--- src/hw/rtl/assert_macros.svh ---
// Assertion macros shared by the splitter RTL.
`ifndef ASSERT_MACROS_SVH
`define ASSERT_MACROS_SVH

// cond must hold at every clock edge out of reset
`define CHECK_ALWAYS(label, cond, msg) \
   label: assert property (@(posedge clock) disable iff (reset) (cond)) else $error(msg);

// cons must hold in the same cycle as ante
`define CHECK_SAME(label, ante, cons, msg) \
   label: assert property (@(posedge clock) disable iff (reset) (ante) |-> (cons)) \
      else $error(msg);

// cons must hold in the cycle after ante
`define CHECK_NEXT(label, ante, cons, msg) \
   label: assert property (@(posedge clock) disable iff (reset) (ante) |=> (cons)) \
      else $error(msg);

`endif

--- src/hw/rtl/mss_pkg.sv ---
// Types, character codes and mode tables for the marked source splitter.
package mss_pkg;

   localparam int CP_BITS     = 21;
   localparam int QUEUE_DEPTH = 4;
   localparam int MAX_RESULTS = 3;
   localparam int NUM_DELIMS  = 15;

   typedef enum logic [3:0] {
      MODE_EXP_HDR = 4'd0,
      MODE_EXP_SRC = 4'd1,
      MODE_IN_HDR  = 4'd2,
      MODE_IN_SRC  = 4'd3,
      MODE_INH     = 4'd4,
      MODE_ANY     = 4'd5,
      MODE_HPP     = 4'd6,
      MODE_CPP     = 4'd7,
      MODE_FUNC    = 4'd8,
      MODE_MEMBER  = 4'd9
   } mode_type;

   // result kinds
   localparam logic [4:0] K_ECHO       = 5'd0;
   localparam logic [4:0] K_HPP        = 5'd1;
   localparam logic [4:0] K_CPP        = 5'd2;
   localparam logic [4:0] K_BOTH       = 5'd3;
   localparam logic [4:0] K_INHERIT    = 5'd4;
   localparam logic [4:0] K_HDR_NAME   = 5'd5;
   localparam logic [4:0] K_SRC_NAME   = 5'd6;
   localparam logic [4:0] K_HDR_END    = 5'd7;
   localparam logic [4:0] K_SRC_END    = 5'd8;
   localparam logic [4:0] K_MEMBER     = 5'd9;
   localparam logic [4:0] K_MEMBER_END = 5'd10;
   localparam logic [4:0] K_INS_INH    = 5'd11;
   localparam logic [4:0] K_INS_SCOPE  = 5'd12;
   localparam logic [4:0] K_INS_BOTH   = 5'd13;
   localparam logic [4:0] K_INS_HPP    = 5'd14;
   localparam logic [4:0] K_INS_CPP    = 5'd15;
   localparam logic [4:0] K_ERROR      = 5'd16;

   // error codes
   localparam logic [1:0] E_UNEXPECTED  = 2'd0;
   localparam logic [1:0] E_NEEDLESS    = 2'd1;
   localparam logic [1:0] E_NOT_ALLOWED = 2'd2;
   localparam logic [1:0] E_ESC_AT_END  = 2'd3;

   // special characters
   localparam logic [20:0] CH_NEWLINE = 21'h00000A;
   localparam logic [20:0] CH_SEMI    = 21'h00003B;
   localparam logic [20:0] CH_LBRACE  = 21'h00007B;
   localparam logic [20:0] CH_RBRACE  = 21'h00007D;
   localparam logic [20:0] CH_ESC     = 21'h00013C;
   localparam logic [20:0] CH_LP      = 21'h00276A;
   localparam logic [20:0] CH_RP      = 21'h00276B;
   localparam logic [20:0] CH_SRC     = 21'h0026AF;
   localparam logic [20:0] CH_IHO     = 21'h00269E;
   localparam logic [20:0] CH_IHC     = 21'h00269F;
   localparam logic [20:0] CH_SUN     = 21'h002600;
   localparam logic [20:0] CH_DIA     = 21'h0025C8;
   localparam logic [20:0] CH_HO      = 21'h0025C0;
   localparam logic [20:0] CH_HC      = 21'h0025B6;
   localparam logic [20:0] CH_CO      = 21'h0025D6;
   localparam logic [20:0] CH_CC      = 21'h0025D7;
   localparam logic [20:0] CH_FO      = 21'h002770;
   localparam logic [20:0] CH_FC      = 21'h002771;
   localparam logic [20:0] CH_DM      = 21'h001360;

   typedef logic [NUM_DELIMS-1:0] delim_mask_type;

   localparam logic [20:0] DELIM_CHARS [NUM_DELIMS] = '{
      CH_ESC, CH_LP, CH_RP, CH_SRC, CH_IHO, CH_IHC, CH_SUN, CH_DIA,
      CH_HO, CH_HC, CH_CO, CH_CC, CH_FO, CH_FC, CH_DM
   };

   // everything but the data member mark may follow an escape
   localparam delim_mask_type ESCAPABLE = 15'h3FFF;

   typedef struct packed {
      mode_type mode;
      logic     escape_pending;
      logic     halted;
   } state_type;

   typedef struct packed {
      logic [4:0]  kind;
      logic [20:0] character;
      logic [1:0]  error_code;
      logic        last;
   } slot_type;

   typedef struct packed {
      slot_type [MAX_RESULTS-1:0] slot;
      logic [1:0]                 count;
   } burst_type;

   // delimiters forbidden in each mode; unused mode codes forbid all
   function automatic delim_mask_type forbidden_mask(input mode_type mode);
      delim_mask_type mask;
      case (mode)
         MODE_EXP_HDR: mask = 15'h3FF4;
         MODE_EXP_SRC: mask = 15'h3FEC;
         MODE_IN_HDR:  mask = 15'h3FFA;
         MODE_IN_SRC:  mask = 15'h3FFA;
         MODE_INH:     mask = 15'h3F5E;
         MODE_ANY:     mask = 15'h2A3E;
         MODE_HPP:     mask = 15'h3D7E;
         MODE_CPP:     mask = 15'h377E;
         MODE_FUNC:    mask = 15'h1FFE;
         MODE_MEMBER:  mask = 15'h3FFE;
         default:      mask = '1;
      endcase
      return mask;
   endfunction

endpackage

--- src/hw/rtl/mss_step_decode.sv ---
// Per-character mode step: next state and up to three tagged results.
module mss_step_decode (
   input  mss_pkg::state_type   state_now,
   input  logic [20:0]          code_point,
   input  logic                 end_of_input,
   output mss_pkg::state_type   state_next,
   output mss_pkg::burst_type   burst
);
   import mss_pkg::*;

   delim_mask_type dbit;
   logic           forb;
   logic           emit_echo;
   logic           emit_a;
   logic           emit_b;
   logic [4:0]     a_kind;
   logic [20:0]    a_char;
   logic [1:0]     a_err;
   logic [4:0]     b_kind;
   logic [20:0]    b_char;
   logic           do_fail;
   logic [1:0]     n;

   always_comb begin
      for (int i = 0; i < NUM_DELIMS; i++) begin
         dbit[i] = (code_point == DELIM_CHARS[i]);
      end
   end

   assign forb = |(forbidden_mask(state_now.mode) & dbit);

   always_comb begin
      state_next = state_now;
      emit_echo  = 1'b0;
      emit_a     = 1'b0;
      emit_b     = 1'b0;
      a_kind     = K_ECHO;
      a_char     = '0;
      a_err      = E_UNEXPECTED;
      b_kind     = K_ECHO;
      b_char     = '0;
      do_fail    = 1'b0;

      if (!state_now.halted) begin
         if (end_of_input) begin
            if (state_now.escape_pending) begin
               do_fail = 1'b1;
               a_err   = E_ESC_AT_END;
            end
         end else begin
            emit_echo = (state_now.mode >= MODE_INH) && (state_now.mode <= MODE_MEMBER);
            if (state_now.escape_pending) begin
               state_next.escape_pending = 1'b0;
               if ((dbit & ESCAPABLE) == '0) begin
                  do_fail = 1'b1;
                  a_err   = E_NEEDLESS;
               end else begin
                  a_char = code_point;
                  case (state_now.mode)
                     MODE_ANY: begin
                        emit_a = 1'b1;
                        a_kind = K_BOTH;
                     end
                     MODE_HPP: begin
                        emit_a = 1'b1;
                        a_kind = K_HPP;
                     end
                     MODE_CPP, MODE_FUNC: begin
                        emit_a = 1'b1;
                        a_kind = K_CPP;
                     end
                     default: begin
                        do_fail = 1'b1;
                        a_err   = E_NOT_ALLOWED;
                     end
                  endcase
               end
            end else if (code_point == CH_ESC) begin
               state_next.escape_pending = 1'b1;
            end else begin
               a_char = code_point;
               case (state_now.mode)
                  MODE_EXP_HDR: begin
                     if (code_point == CH_LP) state_next.mode = MODE_IN_HDR;
                     else if (code_point == CH_SRC) state_next.mode = MODE_EXP_SRC;
                     else if (forb) do_fail = 1'b1;
                     else begin
                        emit_a = 1'b1;
                        a_kind = K_BOTH;
                     end
                  end
                  MODE_EXP_SRC: begin
                     if (code_point == CH_LP) state_next.mode = MODE_IN_SRC;
                     else if (code_point == CH_IHO) state_next.mode = MODE_INH;
                     else if (forb) do_fail = 1'b1;
                     else begin
                        emit_a = 1'b1;
                        a_kind = K_BOTH;
                     end
                  end
                  MODE_IN_HDR: begin
                     if (code_point == CH_RP) begin
                        state_next.mode = MODE_EXP_HDR;
                        emit_a          = 1'b1;
                        a_kind          = K_HDR_END;
                        a_char          = '0;
                     end else if (forb) do_fail = 1'b1;
                     else begin
                        emit_a = 1'b1;
                        a_kind = K_HDR_NAME;
                     end
                  end
                  MODE_IN_SRC: begin
                     if (code_point == CH_RP) begin
                        state_next.mode = MODE_EXP_SRC;
                        emit_a          = 1'b1;
                        a_kind          = K_SRC_END;
                        a_char          = '0;
                     end else if (forb) do_fail = 1'b1;
                     else begin
                        emit_a = 1'b1;
                        a_kind = K_SRC_NAME;
                     end
                  end
                  MODE_INH: begin
                     if (code_point == CH_IHC) state_next.mode = MODE_ANY;
                     else if (code_point == CH_DIA) begin
                        emit_a = 1'b1;
                        a_kind = K_INS_INH;
                        a_char = '0;
                     end else if (forb) do_fail = 1'b1;
                     else begin
                        emit_a = 1'b1;
                        a_kind = K_INHERIT;
                     end
                  end
                  MODE_ANY: begin
                     if (code_point == CH_HO) state_next.mode = MODE_HPP;
                     else if (code_point == CH_CO) state_next.mode = MODE_CPP;
                     else if (code_point == CH_SUN) begin
                        emit_a = 1'b1;
                        a_kind = K_INS_SCOPE;
                        a_char = '0;
                     end else if (code_point == CH_DIA) begin
                        emit_a = 1'b1;
                        a_kind = K_INS_BOTH;
                        a_char = '0;
                     end else if (code_point == CH_FO) begin
                        state_next.mode = MODE_FUNC;
                        emit_a          = 1'b1;
                        a_kind          = K_HPP;
                        a_char          = CH_SEMI;
                        emit_b          = 1'b1;
                        b_kind          = K_CPP;
                        b_char          = CH_LBRACE;
                     end else if (forb) do_fail = 1'b1;
                     else begin
                        emit_a = 1'b1;
                        a_kind = K_BOTH;
                     end
                  end
                  MODE_HPP: begin
                     if (code_point == CH_HC) state_next.mode = MODE_ANY;
                     else if (code_point == CH_DIA) begin
                        emit_a = 1'b1;
                        a_kind = K_INS_HPP;
                        a_char = '0;
                     end else if (code_point == CH_DM) state_next.mode = MODE_MEMBER;
                     else if (forb) do_fail = 1'b1;
                     else begin
                        emit_a = 1'b1;
                        a_kind = K_HPP;
                     end
                  end
                  MODE_CPP: begin
                     if (code_point == CH_CC) state_next.mode = MODE_ANY;
                     else if (code_point == CH_DIA) begin
                        emit_a = 1'b1;
                        a_kind = K_INS_CPP;
                        a_char = '0;
                     end else if (forb) do_fail = 1'b1;
                     else begin
                        emit_a = 1'b1;
                        a_kind = K_CPP;
                     end
                  end
                  MODE_FUNC: begin
                     if (code_point == CH_FC) begin
                        state_next.mode = MODE_ANY;
                        emit_a          = 1'b1;
                        a_kind          = K_CPP;
                        a_char          = CH_RBRACE;
                     end else if (forb) do_fail = 1'b1;
                     else begin
                        emit_a = 1'b1;
                        a_kind = K_CPP;
                     end
                  end
                  MODE_MEMBER: begin
                     if (code_point == CH_DM) begin
                        state_next.mode = MODE_HPP;
                        emit_a          = 1'b1;
                        a_kind          = K_MEMBER_END;
                        a_char          = '0;
                     end else if (forb) do_fail = 1'b1;
                     else begin
                        emit_a = 1'b1;
                        a_kind = K_MEMBER;
                     end
                  end
                  default: do_fail = 1'b1;
               endcase
            end
         end
      end

      // a failure replaces any first result with the error, drops any second one and halts
      if (do_fail) begin
         state_next.halted         = 1'b1;
         state_next.escape_pending = 1'b0;
         emit_a                    = 1'b1;
         emit_b                    = 1'b0;
         a_kind                    = K_ERROR;
         a_char                    = '0;
      end else begin
         a_err = E_UNEXPECTED;
      end
   end

   // pack echo, first and second result in order, last flag on the final one
   always_comb begin
      burst = '0;
      n     = '0;
      if (emit_echo) begin
         burst.slot[n] = '{kind: K_ECHO, character: code_point,
                           error_code: E_UNEXPECTED, last: 1'b0};
         n = n + 2'd1;
      end
      if (emit_a) begin
         burst.slot[n] = '{kind: a_kind, character: a_char, error_code: a_err, last: 1'b0};
         n = n + 2'd1;
      end
      if (emit_b) begin
         burst.slot[n] = '{kind: b_kind, character: b_char,
                           error_code: E_UNEXPECTED, last: 1'b0};
         n = n + 2'd1;
      end
      if (n != 2'd0) begin
         burst.slot[n - 2'd1].last = 1'b1;
      end
      burst.count = n;
   end

endmodule

--- src/hw/rtl/mss_result_queue.sv ---
// Result queue: takes up to three results a cycle, hands out one per ready cycle.
`include "assert_macros.svh"

module mss_result_queue #(
   parameter int LINE_BITS   = 20,
   parameter int COLUMN_BITS = 16
) (
   input  logic                   clock,
   input  logic                   reset,
   input  mss_pkg::burst_type     push_burst,
   input  logic                   push_en,
   input  logic [LINE_BITS-1:0]   push_line,
   input  logic [COLUMN_BITS-1:0] push_column,
   output logic                   space_ok,
   output logic                   out_valid,
   input  logic                   out_ready,
   output mss_pkg::slot_type      out_slot,
   output logic [LINE_BITS-1:0]   out_line,
   output logic [COLUMN_BITS-1:0] out_column
);
   import mss_pkg::*;

   localparam int PTR_BITS = $clog2(QUEUE_DEPTH);
   localparam int CNT_BITS = $clog2(QUEUE_DEPTH + 1);

   slot_type               slot_ff   [QUEUE_DEPTH];
   logic [LINE_BITS-1:0]   line_ff   [QUEUE_DEPTH];
   logic [COLUMN_BITS-1:0] column_ff [QUEUE_DEPTH];
   logic [PTR_BITS-1:0]    wr_ff, wr_in;
   logic [PTR_BITS-1:0]    rd_ff, rd_in;
   logic [CNT_BITS-1:0]    count_ff, count_in;
   logic [CNT_BITS-1:0]    push_n;
   logic                   pop;

   assign push_n    = push_en ? CNT_BITS'(push_burst.count) : '0;
   assign pop       = out_valid && out_ready;
   assign out_valid = (count_ff != '0);
   assign space_ok  = (count_ff <= CNT_BITS'(QUEUE_DEPTH - MAX_RESULTS));
   assign out_slot   = slot_ff[rd_ff];
   assign out_line   = line_ff[rd_ff];
   assign out_column = column_ff[rd_ff];

   assign wr_in    = wr_ff + PTR_BITS'(push_n);
   assign rd_in    = rd_ff + PTR_BITS'(pop);
   assign count_in = count_ff + push_n - CNT_BITS'(pop);

   always_ff @(posedge clock) begin
      if (reset) begin
         wr_ff    <= '0;
         rd_ff    <= '0;
         count_ff <= '0;
      end else begin
         wr_ff    <= wr_in;
         rd_ff    <= rd_in;
         count_ff <= count_in;
      end
   end

   always_ff @(posedge clock) begin
      for (int i = 0; i < MAX_RESULTS; i++) begin
         if (CNT_BITS'(i) < push_n) begin
            slot_ff[wr_ff + PTR_BITS'(i)]   <= push_burst.slot[i];
            line_ff[wr_ff + PTR_BITS'(i)]   <= push_line;
            column_ff[wr_ff + PTR_BITS'(i)] <= push_column;
         end
      end
   end

   `CHECK_ALWAYS(a_count_bound, count_ff <= CNT_BITS'(QUEUE_DEPTH), "queue count beyond depth")
   `CHECK_SAME(a_no_overflow, push_n != '0, (count_ff + push_n) <= CNT_BITS'(QUEUE_DEPTH), "queue overflow")
   `CHECK_NEXT(a_pop_moves, pop && push_n == '0, count_ff == $past(count_ff) - 1'b1, "pop lost")

endmodule

--- src/hw/rtl/marked_source_splitter.sv ---
// Top level of the marked source splitter: state, position counters and ports.
//
// One Unicode code point enters per request on the req_ side; end of file is
// flagged by req_tlast, and its code point is ignored. Each character is
// steered by the current mode and answered with zero to three tagged results
// on the rsp_ side (echo, header, source, both, inheritance, include name,
// member name, name insertion marker or error), the last result of a request
// marked by rsp_tlast. Every result carries the line and column after the
// request's own update; both counters saturate. A forbidden delimiter or a
// bad escape gives a single error result and the block then swallows all
// further requests without answer until reset. The mode step is one level of
// logic between the state registers and a four-entry result queue, so a
// request is taken in the cycle it arrives whenever the queue holds at most
// one result; the response port drains one result per clock while rsp_tready
// is high, so the sustained rate is one request per cycle while each gives at
// most one result, and a request giving more (three at worst, the opening of a
// function body in a mode that echoes) holds off the next until the queue drains.
// In modes that echo, an error result follows the echo. No reset sweep.
`include "assert_macros.svh"

module marked_source_splitter #(
   parameter int  LINE_BITS   = 20,
   parameter int  COLUMN_BITS = 16,
   localparam int RSP_BITS    = ((28 + LINE_BITS + COLUMN_BITS + 7) / 8) * 8
) (
   input  logic                clock,
   input  logic                reset,
   // request channel
   input  logic                req_tvalid,
   output logic                req_tready,
   input  logic [23:0]         req_tdata,  // [20:0] code_point, rest zero
   input  logic                req_tlast,  // end_of_input
   // result channel
   output logic                rsp_tvalid,
   input  logic                rsp_tready,
   output logic [RSP_BITS-1:0] rsp_tdata,  // kind, character, error_code,
                                           // line_at, column_at, zero fill
   output logic                rsp_tlast   // last_of_run
);
   import mss_pkg::*;

   localparam logic [LINE_BITS-1:0]   LINE_ONE = LINE_BITS'(1);
   localparam logic [COLUMN_BITS-1:0] COL_ONE  = COLUMN_BITS'(1);

   state_type              state_ff, state_in;
   logic [LINE_BITS-1:0]   line_ff, line_in;
   logic [COLUMN_BITS-1:0] column_ff, column_in;
   burst_type              burst;
   logic                   accept;
   logic                   advance;
   logic [20:0]            code_point;
   slot_type               out_slot;
   logic [LINE_BITS-1:0]   out_line;
   logic [COLUMN_BITS-1:0] out_column;

   assign code_point = req_tdata[20:0];
   assign accept     = req_tvalid && req_tready;
   // position moves on every real character while running
   assign advance    = accept && !state_ff.halted && !req_tlast;

   always_comb begin
      line_in   = line_ff;
      column_in = column_ff;
      if (advance) begin
         if (code_point == CH_NEWLINE) begin
            if (!(&line_ff)) line_in = line_ff + LINE_ONE;
            column_in = '0;
         end else if (!(&column_ff)) begin
            column_in = column_ff + COL_ONE;
         end
      end
   end

   mss_step_decode u_step (
      .state_now    (state_ff),
      .code_point   (code_point),
      .end_of_input (req_tlast),
      .state_next   (state_in),
      .burst        (burst)
   );

   always_ff @(posedge clock) begin
      if (reset) begin
         state_ff  <= '{mode: MODE_EXP_HDR, escape_pending: 1'b0, halted: 1'b0};
         line_ff   <= LINE_ONE;
         column_ff <= '0;
      end else if (accept) begin
         state_ff  <= state_in;
         line_ff   <= line_in;
         column_ff <= column_in;
      end
   end

   mss_result_queue #(
      .LINE_BITS   (LINE_BITS),
      .COLUMN_BITS (COLUMN_BITS)
   ) u_queue (
      .clock       (clock),
      .reset       (reset),
      .push_burst  (burst),
      .push_en     (accept),
      .push_line   (line_in),
      .push_column (column_in),
      .space_ok    (req_tready),
      .out_valid   (rsp_tvalid),
      .out_ready   (rsp_tready),
      .out_slot    (out_slot),
      .out_line    (out_line),
      .out_column  (out_column)
   );

   assign rsp_tdata = RSP_BITS'({out_column, out_line, out_slot.error_code,
                                 out_slot.character, out_slot.kind});
   assign rsp_tlast = out_slot.last;

   `CHECK_SAME(a_halted_silent, accept && state_ff.halted, burst.count == 2'd0, "result while halted")
   `CHECK_NEXT(a_halt_on_request, !state_ff.halted && !accept, !state_ff.halted, "halt without request")
   `CHECK_NEXT(a_eof_keeps_position, accept && req_tlast, $stable(line_ff) && $stable(column_ff), "position moved at end of file")
   `CHECK_ALWAYS(a_halt_clears_escape, !(state_ff.halted && state_ff.escape_pending), "escape pending while halted")

endmodule
--- config.mk ---
export PLATFORM = sky130hd
export DESIGN_NAME = marked_source_splitter
export DESIGN_NICKNAME = d
export VERILOG_FILES = /design/src/hw/rtl/mss_pkg.sv /design/src/hw/rtl/mss_step_decode.sv /design/src/hw/rtl/mss_result_queue.sv /design/src/hw/rtl/marked_source_splitter.sv
export VERILOG_INCLUDE_DIRS = /design/src /design/src/hw/rtl
export SDC_FILE = /design/constraint.sdc
export NUM_CORES = 1
export LEC_CHECK = 0
export BUFFER_PORTS_ARGS = -buffer_cell sky130_fd_sc_hd__buf_2
export CORE_AREA = 3 3 255 232
export CTS_CLUSTER_DIAMETER = 80
export CTS_CLUSTER_SIZE = 16
export DETAILED_ROUTE_END_ITERATION = 10
export DIE_AREA = 0 0 258 235
export HOLD_SLACK_MARGIN = 0.06
export PLACE_DENSITY = 0.58
export SKIP_LAST_GASP = 1
export SLEW_MARGIN = 20
export SYNTH_ARGS = -nofsm -noshare
export SYNTH_HDL_FRONTEND = slang
export SYNTH_HIERARCHICAL = 1
export SYNTH_SLANG_ARGS = --single-unit
--- constraint.sdc ---
create_clock -name clock -period 10.3 [get_ports clock]
set_clock_uncertainty 0.1 [all_clocks]
set_input_delay 1.03 -clock clock [delete_from_list [all_inputs] [get_ports clock]]
set_output_delay 1.03 -clock clock [all_outputs]
set_load 0.02 [all_outputs]
==> flow_metrics.env <==
export IMPL_viasPerCell=5.30
export IMPL_cts_hold_buf=0
export IMPL_antenna_found_initial=0
export IMPL_startpoint="req_tdata[2]"
export IMPL_synth_area_sq_um=18100
export IMPL_num_vias=11800
export IMPL_power_density_nw_per_um2=160
export IMPL_max_stage_delay_ns=0.75
export IMPL_cts_clk_slew_worst_paths_ns=0.07
export IMPL_layout_cells_non_filler=2225
export IMPL_grtUsageTotal=0.157
export IMPL_drtIter0Drc=923
export IMPL_endpoint_kind="flop"
export IMPL_finalCritPeriodShare=0.631
export IMPL_cts_buffers=25
export IMPL_root_buffer="clkbuf_16"
export IMPL_mostFrequentLayoutCell="edfxtp_1"
export IMPL_rows=83
export IMPL_clk_latency_ns=0.56
export IMPL_core_area_sq_um=56800
export IMPL_route_detailed_drc=0
export IMPL_syn_to_final_growth_pct=9.80
export IMPL_path_class="in -> reg"
export IMPL_crit_fanout=15
export IMPL_cts_buffer_depth=3
export IMPL_finalMaxSlewViolations=0
export IMPL_dieWidth_microns=258
export IMPL_hold_class="reg -> reg"
export IMPL_grt_max_degree=67
export IMPL_io_pins=96
export IMPL_status="complete, no violations"
export IMPL_drive_above_1_share=0.337
export IMPL_h_tree_depth=1
export IMPL_async_flop_share=0
export IMPL_die_area_sq_um=60600
export IMPL_r2r_start="state_ff[4]"
export IMPL_dr_pass1_iters=5
export IMPL_cts_sinks=309
export IMPL_initial_core_util=0.318
export IMPL_start_kind="input port"
export IMPL_max_freq_mhz=154
export IMPL_setup_tns_ns=0
export IMPL_hp_start="column_ff[10]"
export IMPL_place_congestion=0.897
export IMPL_detail_route_antenna_nets=0
export IMPL_cts_setup_buffers=0
export IMPL_synth_top_area_cell="edfxtp_1"
export IMPL_syn_avg_cell_area_sq_um=13.0
export IMPL_layout_common_cells="edfxtp_1 (260), mux2_2 (208), nor2_1 (105), buf_2 (92), nand2_1 (67)"
export IMPL_hpwl_microns=32800
export IMPL_grt_pass1_wl_microns=74600
export IMPL_slowest_stage="nand3b_1"
export IMPL_rsz0062_at_grt="no"
export IMPL_synth_distinct_cells=96
export IMPL_synth_edf_count=260
export IMPL_leakagePower_nw=6.94
export IMPL_synth_area_top_cells="edfxtp_1 (43%), mux2_2 (13%), mux4_2 (8.1%)"
export IMPL_die_h_microns=235
export IMPL_seq_area_frac_synth=0.486
export IMPL_worst_pin_slew_ns=1.00
export IMPL_path_cells="buf_2, nor4bb_1, and4_1, a22oi_1, o21ai_0, o21ai_1, o211ai_4, a31o_4, and2_4, inv_1, ha_1, xnor2_1, inv_1, and3_1, nand3b_1, buf_4, mux2_2"
export IMPL_cts_resized=0
export IMPL_synth_top_area_share=0.432
export IMPL_routed_wl_microns=48300
export IMPL_period_needed_ns=6.50
export IMPL_io_buffer_count=92
export IMPL_cp_required_ns=10.51
export IMPL_grt_pass1_vias=12200
export IMPL_grt_overflow=0
export IMPL_crit_top_cell="inv_1"
export IMPL_ir_drop_mv=0.122
export IMPL_synth_cells=1394
export IMPL_cts_tree="built"
export IMPL_ys_flop_type="edfxtp_1"
export IMPL_ys_seq_elements=309
export IMPL_routedWlPerCell_microns=21.7
export IMPL_cp_arrival_ns=6.71
export IMPL_drv_cap=0
export IMPL_relSlewSlack=0.330
export IMPL_fin_nets=1478
export IMPL_dpl_cell_count=2177
export IMPL_hold_violations=0
export IMPL_setup_viol=0
export IMPL_yosysWarnings=6
## metal layers
metal,GRT usage,up-vias,part of all wire,wire length (microns)
met3,0.0220,80,0.048,2310
met2,0.268,298,0.48,23400
li1,-,5436,-,-
met4,0.0400,0,0.021,1020
met5,0,-,0,0
met1,0.209,5982,0.45,21600
## power breakdown
group | total (W) | switching (W) | leakage [nW] | internal, W
registers | 0.00148 | 0.0000590 | 2.67 | 0.00142
logic | 0.000771 | 0.000450 | 3.91 | 0.000322
clock network | 0.000930 | 0.000461 | 0.363 | 0.000469
total | 0.00318 | 0.000970 | 6.94 | 0.00221
## synth_stat cells, types with 6 or more instances
cell type and n:
a211oi_1 6, o31ai_1 6, or3_1 10, clkbuf_1 23, buf_4 34, and3_1 16, dfxtp_1 49, a21boi_0 6
inv_1 14, mux4_2 65, nor2_1 105, mux2_1 18, nor4_1 10, nand2_1 67, nand4_1 21, edfxtp_1 260
mux2_2 208, ha_1 8, and2_1 26, nand4b_1 8, buf_2 35, xor2_1 16, a21o_1 7, or2_2 6
nand3_1 39, a21oi_1 26, buf_6 14, xnor2_1 16, mux2_4 22, nor2b_1 30, nand2b_1 14, and4_1 7
nor3_1 36, o21ai_0 32, mux2i_1 8, a31oi_1 11
## cell families (layout without fill, tap and decap cells)
logic type                 after synthesis  count (layout)  share of synthesized area
adders and majority gates                9               9                    0.00665
muxes                                  321             321                      0.245
other                                    1              22                   0.000208
AOI/OAI and AO/OA                      140             140                     0.0554
xor gates and xnor gates                32              32                     0.0155
DFF                                    309             309                      0.486
buffers and inverters                  125             170                     0.0413
and+or+nand+nor                        457             457                      0.150
## worst paths after layout
check / to / slack [ns] / cells after the start
worst max-delay path: u_queue/slot_ff[0][9] / 3.80 / 17
worst max register to register: u_queue/slot_ff[3][14] / 4.15 / 14
worst min register to register: column_ff[10] / 0.46 / 2
worst min-delay path: column_ff[10] / 0.46 / 2
## final cells by class
cell class	count	area, sq um
Sequential cell	309	8800
Tap cell	765	957
Antenna cell	1	2.50
Clock inverter	5	80.1
Timing Repair Buffer	110	608
Multi-Input combinational cell	980	8650
Fill cell	5555	37000
Clock buffer	41	686
Inverter	14	52.6
## metrics by stage
step | worst slack, ns | hold WS, ns | utilization | cell area (sq um) | total power [W]
global placement | 3.31 | 0.439 | 0.335 | 19000 | 0.00229
global route | 3.55 | 0.508 | 0.349 | 19800 | 0.00333
detailed placement | 3.35 | 0.456 | 0.335 | 19000 | 0.00230
finish | 3.80 | 0.460 | 0.349 | 19800 | 0.00318
CTS | 3.90 | 0.477 | 0.349 | 19800 | 0.00324
floorplan | 0.896 | 0.333 | - | 18100 | 0.00205
## sequential cells by signal (all words and copies together), names as in the netlist
signal	count
u_queue/slot_ff	116
u_queue/rd_ff	2
line_ff	20
column_ff	16
u_queue/line_ff	80
u_queue/wr_ff	2
u_queue/count_ff	3
u_queue/column_ff	64
state_ff	6
## critical path: cells and delay by family
family          cells  cell delay [ns]
simple gates        5             2.16
xor+xnor            1             0.33
compound gates      5             1.51
fa+ha+maj           1             0.32
mux                 1             0.37
buf+inv             4             0.95
Note: power is estimated with default switching activity, not from simulation.
